===== src/sv/pcxrle_pkg.sv =====
// Shared types and constants for the PCX run-length scanline decoder.
package pcxrle_pkg;

    // Widths of the configuration registers and result fields
    localparam int CFG_W   = 14;
    localparam int PLN_W   = 3;
    localparam int OUT_W   = 14;
    localparam int RUN_W   = 6;
    localparam int BYTE_W  = 8;

    // Byte classification: both top bits set marks a run header
    localparam logic [BYTE_W-1:0] RUN_MARK = 8'hC0;
    localparam logic [BYTE_W-1:0] RUN_MASK = 8'h3F;

    // Register reset values
    localparam logic [CFG_W-1:0] BPL_RST    = 14'd320;
    localparam logic [CFG_W-1:0] WIDTH_RST  = 14'd320;
    localparam logic [CFG_W-1:0] HEIGHT_RST = 14'd200;
    localparam logic [PLN_W-1:0] PLANES_RST = 3'd1;
    localparam logic [PLN_W-1:0] PLANES_MAX = 3'd4;

    // Configuration register indexes
    typedef enum logic [1:0] {
        REG_BYTES_PER_LINE = 2'd0,
        REG_IMAGE_WIDTH    = 2'd1,
        REG_IMAGE_HEIGHT   = 2'd2,
        REG_PLANE_COUNT    = 2'd3
    } t_reg_idx;

    // Effective geometry (zero bytes per line, height and plane count already forced to one, planes saturated)
    typedef struct packed {
        logic [CFG_W-1:0] bytes_per_line;
        logic [CFG_W-1:0] image_width;
        logic [CFG_W-1:0] image_height;
        logic [PLN_W-1:0] plane_count;
    } t_cfg;

    // One decode command: a value and how many positions it fills
    typedef struct packed {
        logic [BYTE_W-1:0] value;
        logic [RUN_W-1:0]  count;
    } t_cmd;

    // One result beat
    typedef struct packed {
        logic [BYTE_W-1:0] pixel_value;
        logic [OUT_W-1:0]  row_index;
        logic [OUT_W-1:0]  column_index;
        logic [1:0]        plane_index;
        logic              last_of_run;
    } t_pix;

endpackage


===== src/sv/pcxrle_fifo.sv =====
// Small register-based first-in first-out queue.
module pcxrle_fifo #(
    parameter int WIDTH = 8,
    parameter int DEPTH = 2
) (
    input  logic             i_clk,
    input  logic             i_rst_n,
    input  logic             i_push,
    input  logic [WIDTH-1:0] i_data,
    output logic             o_full,
    input  logic             i_pop,
    output logic             o_empty,
    output logic [WIDTH-1:0] o_data
);
    localparam int PW = (DEPTH > 1) ? $clog2(DEPTH) : 1;
    localparam int CW = $clog2(DEPTH + 1);

    logic [WIDTH-1:0] r_mem [DEPTH];
    logic [PW-1:0]    r_wptr, n_wptr;
    logic [PW-1:0]    r_rptr, n_rptr;
    logic [CW-1:0]    r_cnt,  n_cnt;
    logic             do_push, do_pop;

    assign o_full  = (r_cnt == CW'(DEPTH));
    assign o_empty = (r_cnt == '0);
    assign o_data  = r_mem[r_rptr];
    assign do_push = i_push && !o_full;
    assign do_pop  = i_pop && !o_empty;

    // Pointer and fill-count update
    always_comb begin
        n_wptr = r_wptr;
        n_rptr = r_rptr;
        n_cnt  = r_cnt;
        if (do_push) begin
            n_wptr = (r_wptr == PW'(DEPTH - 1)) ? '0 : r_wptr + PW'(1);
        end
        if (do_pop) begin
            n_rptr = (r_rptr == PW'(DEPTH - 1)) ? '0 : r_rptr + PW'(1);
        end
        if (do_push && !do_pop) begin
            n_cnt = r_cnt + CW'(1);
        end else if (do_pop && !do_push) begin
            n_cnt = r_cnt - CW'(1);
        end
    end

    always_ff @(posedge i_clk) begin
        if (!i_rst_n) begin
            r_wptr <= '0;
            r_rptr <= '0;
            r_cnt  <= '0;
        end else begin
            r_wptr <= n_wptr;
            r_rptr <= n_rptr;
            r_cnt  <= n_cnt;
        end
    end

    // Storage, no reset
    always_ff @(posedge i_clk) begin
        if (do_push) begin
            r_mem[r_wptr] <= i_data;
        end
    end

endmodule


===== src/sv/pcxrle_front.sv =====
// Front end: classifies encoded bytes into literal and run commands.
module pcxrle_front (
    input  logic                 i_clk,
    input  logic                 i_rst_n,
    input  logic                 i_valid,
    input  logic [7:0]           i_data_byte,
    output logic                 o_ready,
    input  logic                 i_cmd_full,
    output logic                 o_cmd_push,
    output pcxrle_pkg::t_cmd     o_cmd
);
    import pcxrle_pkg::*;

    logic             r_await, n_await;
    logic [RUN_W-1:0] r_count, n_count;
    logic             accept;
    logic             is_header;

    assign o_ready   = !i_cmd_full;
    assign accept    = i_valid && !i_cmd_full;
    assign is_header = ((i_data_byte & RUN_MARK) == RUN_MARK);

    // Classify the beat: value byte of a run, run header, or literal
    always_comb begin
        n_await     = r_await;
        n_count     = r_count;
        o_cmd_push  = 1'b0;
        o_cmd.value = i_data_byte;
        o_cmd.count = RUN_W'(1);
        if (accept) begin
            priority if (r_await) begin
                n_await     = 1'b0;
                o_cmd.count = r_count;
                // zero-length run consumes its value byte and fills nothing
                o_cmd_push  = (r_count != '0);
            end else if (is_header) begin
                n_await = 1'b1;
                n_count = RUN_W'(i_data_byte & RUN_MASK);
            end else begin
                o_cmd_push = 1'b1;
            end
        end
    end

    always_ff @(posedge i_clk) begin
        if (!i_rst_n) begin
            r_await <= 1'b0;
            r_count <= '0;
        end else begin
            r_await <= n_await;
            r_count <= n_count;
        end
    end

endmodule


===== src/sv/pcxrle_back.sv =====
// Back end: emits pixels; walks col/plane/row a position per cycle unless stalled.
module pcxrle_back #(
    parameter int COORD_BITS = 14
) (
    input  logic                 i_clk,
    input  logic                 i_rst_n,
    input  pcxrle_pkg::t_cfg     i_cfg,
    input  logic                 i_cmd_valid,
    input  pcxrle_pkg::t_cmd     i_cmd,
    output logic                 o_cmd_pop,
    input  logic                 i_out_full,
    output logic                 o_out_push,
    output pcxrle_pkg::t_pix     o_out
);
    import pcxrle_pkg::*;

    // Compare width: room for the wider of counter and register, plus a carry
    localparam int XW = ((COORD_BITS > CFG_W) ? COORD_BITS : CFG_W) + 1;

    logic [COORD_BITS-1:0] r_col,   n_col;
    logic [COORD_BITS-1:0] r_row,   n_row;
    logic [1:0]            r_plane, n_plane;
    logic                  r_fin,   n_fin;
    logic [RUN_W-1:0]      r_done,  n_done;

    logic [XW-1:0]    col_x, col1, bpl_x, iw_x, row1, gap_len;
    logic [RUN_W-1:0] rem_after;
    logic             step, visible, col_wrap, plane_wrap, row_wrap;
    logic             end_wrap, next_vis, more;

    assign col_x     = XW'(r_col);
    assign col1      = col_x + XW'(1);
    assign bpl_x     = XW'(i_cfg.bytes_per_line);
    assign iw_x      = XW'(i_cfg.image_width);
    assign row1      = XW'(r_row) + XW'(1);
    assign col_wrap   = (col1 >= bpl_x);
    assign plane_wrap = (({1'b0, r_plane} + PLN_W'(1)) >= i_cfg.plane_count);
    assign row_wrap   = (row1 >= XW'(i_cfg.image_height));
    assign end_wrap   = plane_wrap && row_wrap;
    assign visible    = (col_x < iw_x);
    assign rem_after  = i_cmd.count - r_done - RUN_W'(1);
    assign step       = i_cmd_valid && !r_fin && !i_out_full;

    // Look ahead: is another visible position reached within this run?
    always_comb begin
        if (!col_wrap && (col1 < iw_x)) begin
            gap_len  = XW'(1);
            next_vis = 1'b1;
        end else begin
            // next visible spot is column zero after the line wrap
            gap_len  = col_wrap ? XW'(1) : (bpl_x - col_x);
            next_vis = (i_cfg.image_width != '0) && !end_wrap;
        end
        more = next_vis && (XW'(rem_after) >= gap_len);
    end

    // Position walk and command retirement
    always_comb begin
        n_col   = r_col;
        n_row   = r_row;
        n_plane = r_plane;
        n_fin   = r_fin;
        n_done  = r_done;
        // once the image is complete every command is dropped
        o_cmd_pop = i_cmd_valid && r_fin;
        if (step) begin
            if (col_wrap) begin
                n_col = '0;
                if (plane_wrap) begin
                    n_plane = '0;
                    if (row_wrap) begin
                        n_row = '0;
                        n_fin = 1'b1;
                    end else begin
                        n_row = row1[COORD_BITS-1:0];
                    end
                end else begin
                    n_plane = r_plane + 2'd1;
                end
            end else begin
                n_col = col1[COORD_BITS-1:0];
            end
            if ((rem_after == '0) || (col_wrap && end_wrap)) begin
                o_cmd_pop = 1'b1;
                n_done    = '0;
            end else begin
                n_done = r_done + RUN_W'(1);
            end
        end
    end

    // Result beat for a visible position
    assign o_out_push         = step && visible;
    assign o_out.pixel_value  = i_cmd.value;
    assign o_out.row_index    = OUT_W'(XW'(r_row));
    assign o_out.column_index = OUT_W'(col_x);
    assign o_out.plane_index  = r_plane;
    assign o_out.last_of_run  = !more;

    always_ff @(posedge i_clk) begin
        if (!i_rst_n) begin
            r_col   <= '0;
            r_row   <= '0;
            r_plane <= '0;
            r_fin   <= 1'b0;
            r_done  <= '0;
        end else begin
            r_col   <= n_col;
            r_row   <= n_row;
            r_plane <= n_plane;
            r_fin   <= n_fin;
            r_done  <= n_done;
        end
    end

endmodule


===== src/sv/pcx_rle_scanline_decoder.sv =====
// PCX 8-bit run-length scanline decoder: a literal passes the registered command queue, then the
// registered result queue, to the result ports. The walker covers one position per cycle while a
// command waits, the result queue has room and the image is unfinished; a run of n fills n
// positions (padding included). Input stalls only while the command queue (CMD_DEPTH entries) is full.
// Synchronous active-low reset clears the walk position, the queues and the run state
// and loads the geometry registers with 320 bytes per line, 320 columns, 200 rows, 1 plane.
module pcx_rle_scanline_decoder #(
    parameter int COORD_BITS = 14,
    parameter int CMD_DEPTH  = 2,
    parameter int OUT_DEPTH  = 2
) (
    input  logic                          i_clk,
    input  logic                          i_rst_n,
    // encoded byte input
    input  logic                          push,
    output logic                          full,
    input  logic [pcxrle_pkg::BYTE_W-1:0] i_data_byte,
    // pixel output
    output logic                          empty,
    input  logic                          pop,
    output logic [pcxrle_pkg::BYTE_W-1:0] o_pixel_value,
    output logic [pcxrle_pkg::OUT_W-1:0]  o_row_index,
    output logic [pcxrle_pkg::OUT_W-1:0]  o_column_index,
    output logic [1:0]                    o_plane_index,
    output logic                          o_last_of_run,
    // configuration writes
    input  logic                          i_cfg_we,
    input  pcxrle_pkg::t_reg_idx          i_cfg_idx,
    input  logic [pcxrle_pkg::CFG_W-1:0]  i_cfg_data
);
    import pcxrle_pkg::*;

    t_cfg  r_cfg;
    t_cmd  front_cmd, head_cmd;
    t_pix  back_pix, out_pix;
    logic  front_push, cmd_full, cmd_empty, cmd_pop;
    logic  out_push, out_full, front_ready;
    logic [PLN_W-1:0] plane_wr;

    // Geometry registers; zero bytes per line, height or plane count is stored as one and planes saturate at four
    assign plane_wr = i_cfg_data[PLN_W-1:0];

    always_ff @(posedge i_clk) begin
        if (!i_rst_n) begin
            r_cfg.bytes_per_line <= BPL_RST;
            r_cfg.image_width    <= WIDTH_RST;
            r_cfg.image_height   <= HEIGHT_RST;
            r_cfg.plane_count    <= PLANES_RST;
        end else if (i_cfg_we) begin
            unique case (i_cfg_idx)
                REG_BYTES_PER_LINE: begin
                    r_cfg.bytes_per_line <= (i_cfg_data == '0) ? CFG_W'(1) : i_cfg_data;
                end
                REG_IMAGE_WIDTH: begin
                    r_cfg.image_width <= i_cfg_data;
                end
                REG_IMAGE_HEIGHT: begin
                    r_cfg.image_height <= (i_cfg_data == '0) ? CFG_W'(1) : i_cfg_data;
                end
                REG_PLANE_COUNT: begin
                    priority if (plane_wr == '0) begin
                        r_cfg.plane_count <= PLN_W'(1);
                    end else if (plane_wr > PLANES_MAX) begin
                        r_cfg.plane_count <= PLANES_MAX;
                    end else begin
                        r_cfg.plane_count <= plane_wr;
                    end
                end
                default: begin
                    r_cfg <= r_cfg;
                end
            endcase
        end
    end

    // Byte classifier
    pcxrle_front u_front (
        .i_clk       (i_clk),
        .i_rst_n     (i_rst_n),
        .i_valid     (push),
        .i_data_byte (i_data_byte),
        .o_ready     (front_ready),
        .i_cmd_full  (cmd_full),
        .o_cmd_push  (front_push),
        .o_cmd       (front_cmd)
    );

    assign full = !front_ready;

    // Command queue between classifier and walker
    pcxrle_fifo #(
        .WIDTH ($bits(t_cmd)),
        .DEPTH (CMD_DEPTH)
    ) u_cmd_q (
        .i_clk   (i_clk),
        .i_rst_n (i_rst_n),
        .i_push  (front_push),
        .i_data  (front_cmd),
        .o_full  (cmd_full),
        .i_pop   (cmd_pop),
        .o_empty (cmd_empty),
        .o_data  (head_cmd)
    );

    // Position walker
    pcxrle_back #(
        .COORD_BITS (COORD_BITS)
    ) u_back (
        .i_clk       (i_clk),
        .i_rst_n     (i_rst_n),
        .i_cfg       (r_cfg),
        .i_cmd_valid (!cmd_empty),
        .i_cmd       (head_cmd),
        .o_cmd_pop   (cmd_pop),
        .i_out_full  (out_full),
        .o_out_push  (out_push),
        .o_out       (back_pix)
    );

    // Result queue
    pcxrle_fifo #(
        .WIDTH ($bits(t_pix)),
        .DEPTH (OUT_DEPTH)
    ) u_out_q (
        .i_clk   (i_clk),
        .i_rst_n (i_rst_n),
        .i_push  (out_push),
        .i_data  (back_pix),
        .o_full  (out_full),
        .i_pop   (pop),
        .o_empty (empty),
        .o_data  (out_pix)
    );

    assign o_pixel_value  = out_pix.pixel_value;
    assign o_row_index    = out_pix.row_index;
    assign o_column_index = out_pix.column_index;
    assign o_plane_index  = out_pix.plane_index;
    assign o_last_of_run  = out_pix.last_of_run;

endmodule

===== config.mk =====
export PLATFORM = sky130hd
export DESIGN_NAME = pcx_rle_scanline_decoder
export DESIGN_NICKNAME = d
export VERILOG_FILES = /design/src/sv/pcxrle_pkg.sv /design/src/sv/pcxrle_fifo.sv /design/src/sv/pcxrle_front.sv /design/src/sv/pcxrle_back.sv /design/src/sv/pcx_rle_scanline_decoder.sv
export SDC_FILE = /design/constraint.sdc
export NUM_CORES = 1
export LEC_CHECK = 0
export BUFFER_PORTS_ARGS = -buffer_cell sky130_fd_sc_hd__buf_4
export CAP_MARGIN = 20
export CORE_ASPECT_RATIO = 1.75
export CORE_MARGIN = 8
export CORE_UTILIZATION = 24
export DETAILED_ROUTE_END_ITERATION = 6
export PLACE_DENSITY = 0.49
export SETUP_SLACK_MARGIN = 0.1
export SLEW_MARGIN = 20
export SYNTH_ARGS = -nofsm -noshare
export SYNTH_HDL_FRONTEND = slang
export SYNTH_SLANG_ARGS = --single-unit

===== constraint.sdc =====
create_clock -name i_clk -period 4.45 [get_ports i_clk]
set_clock_uncertainty 0.05 [all_clocks]
set_input_delay 0.2225 -clock i_clk [delete_from_list [all_inputs] [get_ports i_clk]]
set_output_delay 0.2225 -clock i_clk [all_outputs]
set_load 0.05 [all_outputs]

==> summary.txt, run 1 <==
Clock network
  – Number of CTS-inserted buffers: 19
  – CTS max path bufs: 3
  – TritonCTS clock tree: done
  – Htree depth: 1
  – Clock sinks: roughly 210
  – Clk_lat worst skew: about 500 ps
  – Clock transition at path regs: about 70 ps
  – Clock Root Buffer: clkbuf_16

Routing
  – Via count: between 8000 and 9000
  – Iteration-0 DRC Markers: between 300 and 400
  – Total Wirelength: approximately 32000 µm
  – 1st-pass router iterations: 4
  – Vias per std cell: roughly 4.6
  – Wirelength per Cell: approximately 18 µm
  – Post-DRT Antenna Nets: 0
  – Drc violations: 0

Pwr
  – P_int: 3.89 mW
  – P_sw: about 2.1 mW
  – Gate power share: approximately a third
  – Leakage: 5.23 nW
  – Clock share of power: 27.3%
  – Worst vdd ir: approximately 280 µV
  – Pwr dens: around 440 mW/mm²
  – Tot Pwr: roughly 6 mW
  – Seq pwr share: 39.5%
  – Sw Share: a little over a third

GRT
  – Routing usage on met1: 11.4%
  – Largest net degree at the start of global routing: 102
  – First-pass GRT wire length: just under 50000 µm
  – GR peak layer: met2
  – Total GRT Usage: 11.7%
  – Total gr overflow: 0
  – Initial antenna violation count: 0
  – Met2 Track Usage GR: 22.5%
  – Vias in the first global route: ~8500
  – Met3 Use GR: 1.36%

Place
  – I/O Buffers: 69
  – DPL Wire Length: about 24000 µm
  – Dpl cell area: 0.0125 mm²
  – Final GP Congestion: slightly below 0.9

Worst setup path
  – R2R Setup Slk: 330 ps
  – Worst path cell trace: ha_4, nand3_4, buf_4, nor3_4, nand2_2, xnor2_2, ha_1, a21o_1, a221oi_2, and3_4, and2_4, nand3_2, ha_4, and3_1, a211oi_1, buf_4, a21oi_1, o211ai_1, nor4_2, a41oi_2
  – FF-to-FF End: u_out_q.r_mem[0][0]
  – Arrival @ worst endpoint: 4300 ps
  – WP data required: around 4600 ps
  – Slowest cell on the critical path: dfxtp_2
  – R2r startpoint: u_back.r_col[1]
  – CP Max Fanout: 6
  – Crit path max-delay family: simple AND/OR/NAND/NOR gates
  – WP buf/inv: 2
  – Startpoint Class: flip-flop
  – FF-to-FF path depth: 20
  – Critical path class: flip-flop to flip-flop
  – Slowest stage delay, CP: between 300 and 400 ps
  – Critical path endpoint category: flip-flop

STA
  – Final worst path period need: 4120 ps
  – Worst slew pin tran: 1030 ps
  – Max Freq: around 0.24 GHz
  – Hold slack: 128 ps
  – Final worst path period share: between 90 and 100%
  – Fin. Hold Viols: 0
  – Max-slew headroom: approximately 31%
  – Setup violators final: 0
  – RSZ-0062 raised after global routing: no
  – Slew Limit Fails: 0
  – Setup TNS: 0 ps

Job
  – Max_cap viols: 0

Final layout
  – Diode count: 0
  – Fin area: roughly 0.014 mm²
  – Synth-to-layout area growth: 23.6%
  – Nets: about 1300
  – Post-layout util: a little under a third
  – Layout cells sized above 1: 23.0%

Outcome
  – Status: finished, final reports clean

Die
  – # rows: roughly 100
  – Die ar.: 0.0530 mm²
  – DIE WIDTH: about 180 µm
  – I/O pin cnt: 70
  – Core area: around 0.045 mm²
  – Die height: 299 µm
  – Starting Density: 24.3%

Synthesis
  – Sequential area share after synthesis: approximately 47%
  – Post-synthesis register bit count: about 210
  – Post-synth top flop: edfxtp_1
  – Synthesized instance count: around 1000
  – Synth warn: 0
  – Syn Area/Cell: ~11 µm²
  – Mapped Nets: between 1000 and 1500
  – Async set-or-reset flop fraction in the synthesized netlist: 0%
  – Cell Area, Synth: around 0.011 mm²
  – Number of flops mapped to enable cells by yosys: 106
  – Post-synth cell types: slightly below 80

Worst hold path
  – Hold Crit Depth: 4
  – Class of the worst hold path: input port to flip-flop
  – Worst Hold End: r_cfg[36]
  – Min-delay src: i_cfg_idx[1]
==> placed cells by master (no fill, tap or decap), types with 17 or more instances in the layout <==
cell type      Yosys  routed
o211ai_1          17      17
o21ai_0           28      27
edfxtp_1         106     106
xnor2_1           25      21
ha_1              88      85
dfxtp_1           99      92
buf_4              0     127
mux2_2            53      53
a21boi_0          42      42
a21oi_1           21      20
inv_1             74      74
nand2_1          121     118
clkbuf_16          0      19
nor2b_1           21      19
nor2_1            49      47
nand3_1           30      27
dlygate4sd3_1      0      23
==> metrics by stage <==
stage	setup WS, ps	instances
finish	328	1761
global route	76.2	1761
CTS	120	1756
detailed placement	-97.5	1699
global placement	21.4	1699
floorplan	233	1035
==> power groups by stage <==
| stage | registers, mW | logic (mW) | clock network (mW) |
|---|---|---|---|
| after floorplan | 2.36 | 1.37 | 0 |
| after global placement | 2.42 | 1.96 | 0 |
| after detailed placement | 2.42 | 1.97 | 0 |
| after CTS | 2.39 | 2.00 | 1.70 |
| after global routing | 2.41 | 2.16 | 1.75 |
| final | 2.38 | 1.99 | 1.64 |
==> metal layers <==
layer	up-vias	share of wire [%]	wire, µm
li1	4017	-	-
met1	3904	36	11300
met2	150	54	17100
met3	74	3.4	1070
met4	0	6.6	2090
met5	-	0	0
==> worst reg2reg max path: cells and delay by family (launching register included) <==
family	cells	cell delay (ps)
AO/OA/AOI/OAI	6	920
XOR/XNOR	1	160
adder cells (fa/ha/maj)	3	770
buffers and inverters	2	330
flip-flops	1	360
AND/OR/NAND/NOR	8	1260
==> synthesized netlist by cell type (all sizes together), types with 3 or more instances <==
cell	n	share of area, %
and4	4	0.32
nand2b	7	0.40
nand3	33	1.8
o21ai	30	1.4
nand2	123	4.3
xnor2	25	2.0
clkbuf	29	1.0
nand4	11	0.69
a21o	15	1.0
a31oi	5	0.40
o211ai	17	1.2
inv	74	2.5
a21boi	56	3.8
or2	4	0.23
nor2b	21	1.2
nor4	10	0.71
xor2	16	1.3
edfxtp	106	29
a41oi	3	0.24
and2	12	0.70
nand4b	4	0.32
mux2	53	5.4
a2111oi	5	0.40
nor3	11	0.65
and3	21	1.3
nand3b	5	0.34
a221oi	4	0.54
mux2i	12	1.1
a21oi	21	0.96
ha	88	10
a211oi	7	0.48
or3	5	0.29
a32o	5	0.46
o311ai	4	0.32
a22oi	3	0.21
dfxtp	99	18
buf	6	0.55
o21a	5	0.34
nor2	49	1.7
==> state kept, by name, indices dropped and copies added (netlist names), named ones only <==
signal,count
u_cmd_q.r_cnt,2
r_cfg,45
u_front.r_count,6
u_back.r_fin,1
u_back.r_done,6
u_cmd_q.r_rptr,1
u_cmd_q.r_mem,28
u_back.r_col,14
u_back.r_plane,2
u_front.r_await,1
u_out_q.r_rptr,1
u_cmd_q.r_wptr,1
u_out_q.r_wptr,1
u_back.r_row,14
u_out_q.r_cnt,2
u_out_q.r_mem,78
==> final cells by class <==
class                           instances  area, µm²
Sequential cell                       205       5170
Clock buffer                           26        538
Clock inverter                          7       73.8
Timing Repair Buffer                  151       1200
Fill cell                            4656      31600
Inverter                               75        282
Tap cell                              577        722
Multi-Input combinational cell        720       5550
==> worst max-delay path by stage <==
stage                      from             endpoint  slack (ps)  cells past startpoint
2_1_floorplan   u_back.r_col[0]  u_out_q.r_mem[0][0]         230                     19
3_3_place_gp    u_back.r_col[1]  u_out_q.r_mem[1][0]          20                     22
3_5_place_dp    u_back.r_col[1]  u_out_q.r_mem[1][0]        -100                     21
4_1_cts         u_back.r_col[1]  u_out_q.r_mem[0][0]         120                     22
5_1_grt        u_back.r_col[10]  u_out_q.r_mem[0][0]          80                     21
6_report        u_back.r_col[1]  u_out_q.r_mem[0][0]         330                     20
==> logic make-up after synthesis <==
family / share of synthesized area (%)
DFF: 47.1
adders and majority gates: 10.4
xor gates and xnor gates: 3.28
AOI/OAI and AO/OA: 13.3
muxes: 6.54
and+or+nand+nor: 15.2
buffers and inverters: 4.12
==> what timing repair did <==
action                     in CTS  in global routing
setup endpoints to repair       3                  3
cloned                          0                  0
pin swaps                       3                 15
buffers inserted                1                  5
hold buffers                   23                  0
hold endpoints to repair       64                  0
gates resized for setup        15                 28
Note: power is estimated with default switching activity, not from simulation.
==> run 2, diff against run 1 <==
- PLACE_DENSITY: 0.49 -> 0.47
- clock period: 4.45 -> 4.6 ns (I/O delays scaled with it)
==> run 2 against run 1 <==
Net effect:
- design area shrank 1.4%
- non-clock buffer count shrank 12
- largest power group unchanged
- sequential share of layout area grew 0.56 points
- clock power shrank 6%
- wire length grew 0.55%
- worst hold slack lost 100 ps
- final cell count shrank 0.68%
- global-route usage grew 0.17 points
- via count shrank 0.81%
==> summary.txt, run 2 (synthesis results as in run 1) <==
Pwr
  – Leakage: 5.11 nW (was 5.23 nW)
  – Gate power share: 33.2% (was 33.1%)
  – P_sw: 2.06 mW (was 2.13 mW)
  – Worst vdd ir: 331 µV (was 279 µV)
  – Clock share of power: 26.8% (was 27.3%)
  – Sw Share: 35.8% (was 35.4%)
  – Pwr dens: 430 mW/mm² (was 444 mW/mm²)
  – Seq pwr share: 40.0% (was 39.5%)
  – P_int: 3.69 mW (was 3.89 mW)

Final layout
  – Biggest register: u_out_q.r_mem (unchanged)
  – Biggest registers after layout: u_out_q.r_mem x78, r_cfg x45, u_cmd_q.r_mem x28 (unchanged)
  – Nets: 1279 (was 1291)
  – Layout cells sized above 1: 20.8% (was 23.0%)
  – Synth-to-layout area growth: 21.9% (was 23.6%)
  – Most frequent cells in the layout: 121 x nand2_1, 115 x buf_4, 106 x edfxtp_1, 95 x dfxtp_1, 85 x ha_1 (was 127 x buf_4, 118 x nand2_1, 106 x edfxtp_1, 92 x dfxtp_1, 85 x ha_1)
  – Max reg flops: 78 (unchanged)
  – Diode count: 0 (unchanged)
  – Commonest non-fill, non-tap cell in the layout: nand2_1 (was buf_4)
  – Fillers: 4719 (was 4656)

STA
  – Final worst path period share: 91.8% (was 92.6%)
  – Setup TNS: 0 ps (unchanged)
  – RSZ-0062 raised after global routing: no (unchanged)
  – Fin. Hold Viols: 0 (unchanged)
  – Worst slew pin tran: 1080 ps (was 1030 ps)
  – Max-slew headroom: 28.0% (was 31.3%)
  – Hold slack: 24.5 ps (was 128 ps)
  – Max Freq: 0.237 GHz (was 0.243 GHz)
  – Slew Limit Fails: 0 (unchanged)
  – Setup violators final: 0 (unchanged)
  – Final worst path period need: 4220 ps (was 4120 ps)

Clock network
  – Htree depth: 1 (unchanged)
  – Clock sinks: 205 (unchanged)
  – TritonCTS clock tree: done (unchanged)
  – Clk_lat worst skew: 510 ps (was 500 ps)
  – Number of CTS-inserted buffers: 19 (unchanged)
  – Clock transition at path regs: 80 ps (was 70 ps)
  – Clock Root Buffer: clkbuf_16 (unchanged)
  – CTS max path bufs: 3 (unchanged)

Die
  – Die ar.: 0.0530 mm² (unchanged)
  – Die height: 299 µm (unchanged)
  – Core area: 0.0451 mm² (unchanged)
  – I/O pin cnt: 70 (unchanged)
  – DIE WIDTH: 178 µm (unchanged)
  – Starting Density: 24.3% (unchanged)
  – # rows: 103 (unchanged)

Worst setup path
  – WP buf/inv: 2 (unchanged)
  – Crit path max-delay family: simple AND/OR/NAND/NOR gates (unchanged)
  – Stages on the worst setup path: 20 (unchanged)
  – Arrival @ worst endpoint: 4380 ps (was 4300 ps)
  – R2r startpoint: u_back.r_col[0] (was u_back.r_col[1])
  – Slowest cell on the critical path: dfxtp_4 (was dfxtp_2)
  – WP data required: 4750 ps (was 4620 ps)
  – Critical Path Start: u_back.r_col[0] (was u_back.r_col[1])
  – Critical path class: flip-flop to flip-flop (unchanged)
  – FF-to-FF path depth: 20 (unchanged)
  – CP Max Fanout: 6 (unchanged)
  – Startpoint Class: flip-flop (unchanged)
  – Critical path endpoint category: flip-flop (unchanged)
  – Slowest stage delay, CP: 370 ps (was 360 ps)
  – Worst path cell trace: ha_4, nand3_4, buf_4, nor3_4, nand2_1, xnor2_2, ha_1, a21o_1, a221oi_4, and3_4, and2_4, nand3_2, ha_4, and3_1, a211oi_2, buf_4, a21oi_1, o211ai_1, nor4_1, a41oi_1 (was ha_4, nand3_4, buf_4, nor3_4, nand2_2, xnor2_2, ha_1, a21o_1, a221oi_2, and3_4, and2_4, nand3_2, ha_4, and3_1, a211oi_1, buf_4, a21oi_1, o211ai_1, nor4_2, a41oi_2)

Worst hold path
  – Min-delay src: i_cfg_data[2] (was i_cfg_idx[1])
  – Class of the worst hold path: input port to flip-flop (unchanged)
  – Hold Crit Depth: 3 (was 4)

GRT
  – First-pass GRT wire length: 48800 µm (was 48300 µm)
  – Total GRT Usage: 11.9% (was 11.7%)
  – Largest net degree at the start of global routing: 102 (unchanged)
  – Total gr overflow: 0 (unchanged)
  – Vias in the first global route: 8433 (was 8488)
  – Initial antenna violation count: 0 (unchanged)

Place
  – I/O Buffers: 69 (unchanged)
  – Final GP Congestion: 0.910 (was 0.881)
  – DPL Wire Length: 24600 µm (was 23900 µm)

Routing
  – Routed length on met3: 1040 µm (was 1070 µm)
  – Total Wirelength: 31700 µm (was 31500 µm)
  – Drc violations: 0 (unchanged)
  – Wirelength per Cell: 18.1 µm (was 17.9 µm)
  – Iteration-0 DRC Markers: 284 (was 304)
  – Top Metal Used: met4 (unchanged)
  – Via count: 8079 (was 8145)
  – 1st-pass router iterations: 5 (was 4)
  – Metal1 wirelength: 11200 µm (was 11300 µm)
  – Post-DRT Antenna Nets: 0 (unchanged)
  – Vias per std cell: 4.62 (was 4.63)
  – Routed wl met2: 17700 µm (was 17100 µm)

Job
  – Max_cap viols: 0 (unchanged)

Outcome
  – Status: finished, final reports clean (unchanged)
-- run 2: cell types whose count changed in the layout (fill, tap and decap cells not counted), moves of 2 or more --
cell | before | now
nand2_2 | 5 | 2
a221oi_2 | 2 | 0
nand2_1 | 118 | 121
dfxtp_4 | 0 | 2
clkbuf_8 | 3 | 0
nand3_1 | 27 | 29
clkbuf_2 | 2 | 0
buf_4 | 127 | 115
dfxtp_1 | 92 | 95
dfxtp_2 | 7 | 2
clkinv_2 | 0 | 4
-- run 2: layout make-up --
cell class              count  area, µm²  area share, %
clock buffers              21        483           3.62
inverters                  75        282           2.11
repair buffers            139       1120           8.42
clock inverters            12       97.6          0.731
multi-input cells         720       5470           41.0
flip-flops and latches    205       5170           38.8
well taps                 577        722           5.41
-- run 2: path summary, 6_finish.rpt --
path	to	slack, ps
max reg2reg	u_out_q.r_mem[0][0]	380
min reg2reg	r_cfg[12]	420
min	r_cfg[5]	20
max	u_out_q.r_mem[0][0]	380
-- run 2: through the flow --
step	setup slack (ps)	util [%]	power [mW]	instance area, µm²	cells
after floorplan	383	-	3.60	11000	1035
after global placement	170	27.5	4.24	12400	1690
after detailed placement	33.7	27.5	4.25	12400	1690
after CTS	103	29.3	5.83	13200	1745
after global routing	103	29.6	6.05	13400	1749
final	376	29.6	5.75	13400	1749
-- run 2: worst register-to-register path, stage by stage, from the launching register on --
cell and delay, ps:
dfxtp_4 370, ha_4 150, nand3_4 100, buf_4 170, nor3_4 230, nand2_1 120
xnor2_2 170, ha_1 310, a21o_1 190, a221oi_4 280, and3_4 220, and2_4 180
nand3_2 90, ha_4 320, and3_1 170, a211oi_2 70, buf_4 140, a21oi_1 110
o211ai_1 100, nor4_1 210, a41oi_1 180
-- run 2: what timing repair did --
action                                  4_1_cts  5_1_grt
pin swaps                                     3       11
endpoints found under the hold margin        56        0
gates resized for setup                       6       22
buffers inserted                              0        4
hold buffers                                 22        0
endpoints found under the setup margin        2        3
-- run 2: metal layers --
metal / GRT usage (%) / vias up
met3: 1.43 / 76
met2: 23.6 / 165
met5: 0 / -
met4: 6.63 / 0
met1: 11.4 / 3847
li1: - / 3991
-- run 2: power by group through the flow --
stage               Sequential (mW)  Clock (mW)  Combinational [mW]
floorplan                      2.28           0                1.32
global placement               2.34           0                1.90
finish                         2.30        1.54                1.91
detailed placement             2.34           0                1.91
global route                   2.33        1.66                2.06
CTS                            2.30        1.59                1.93
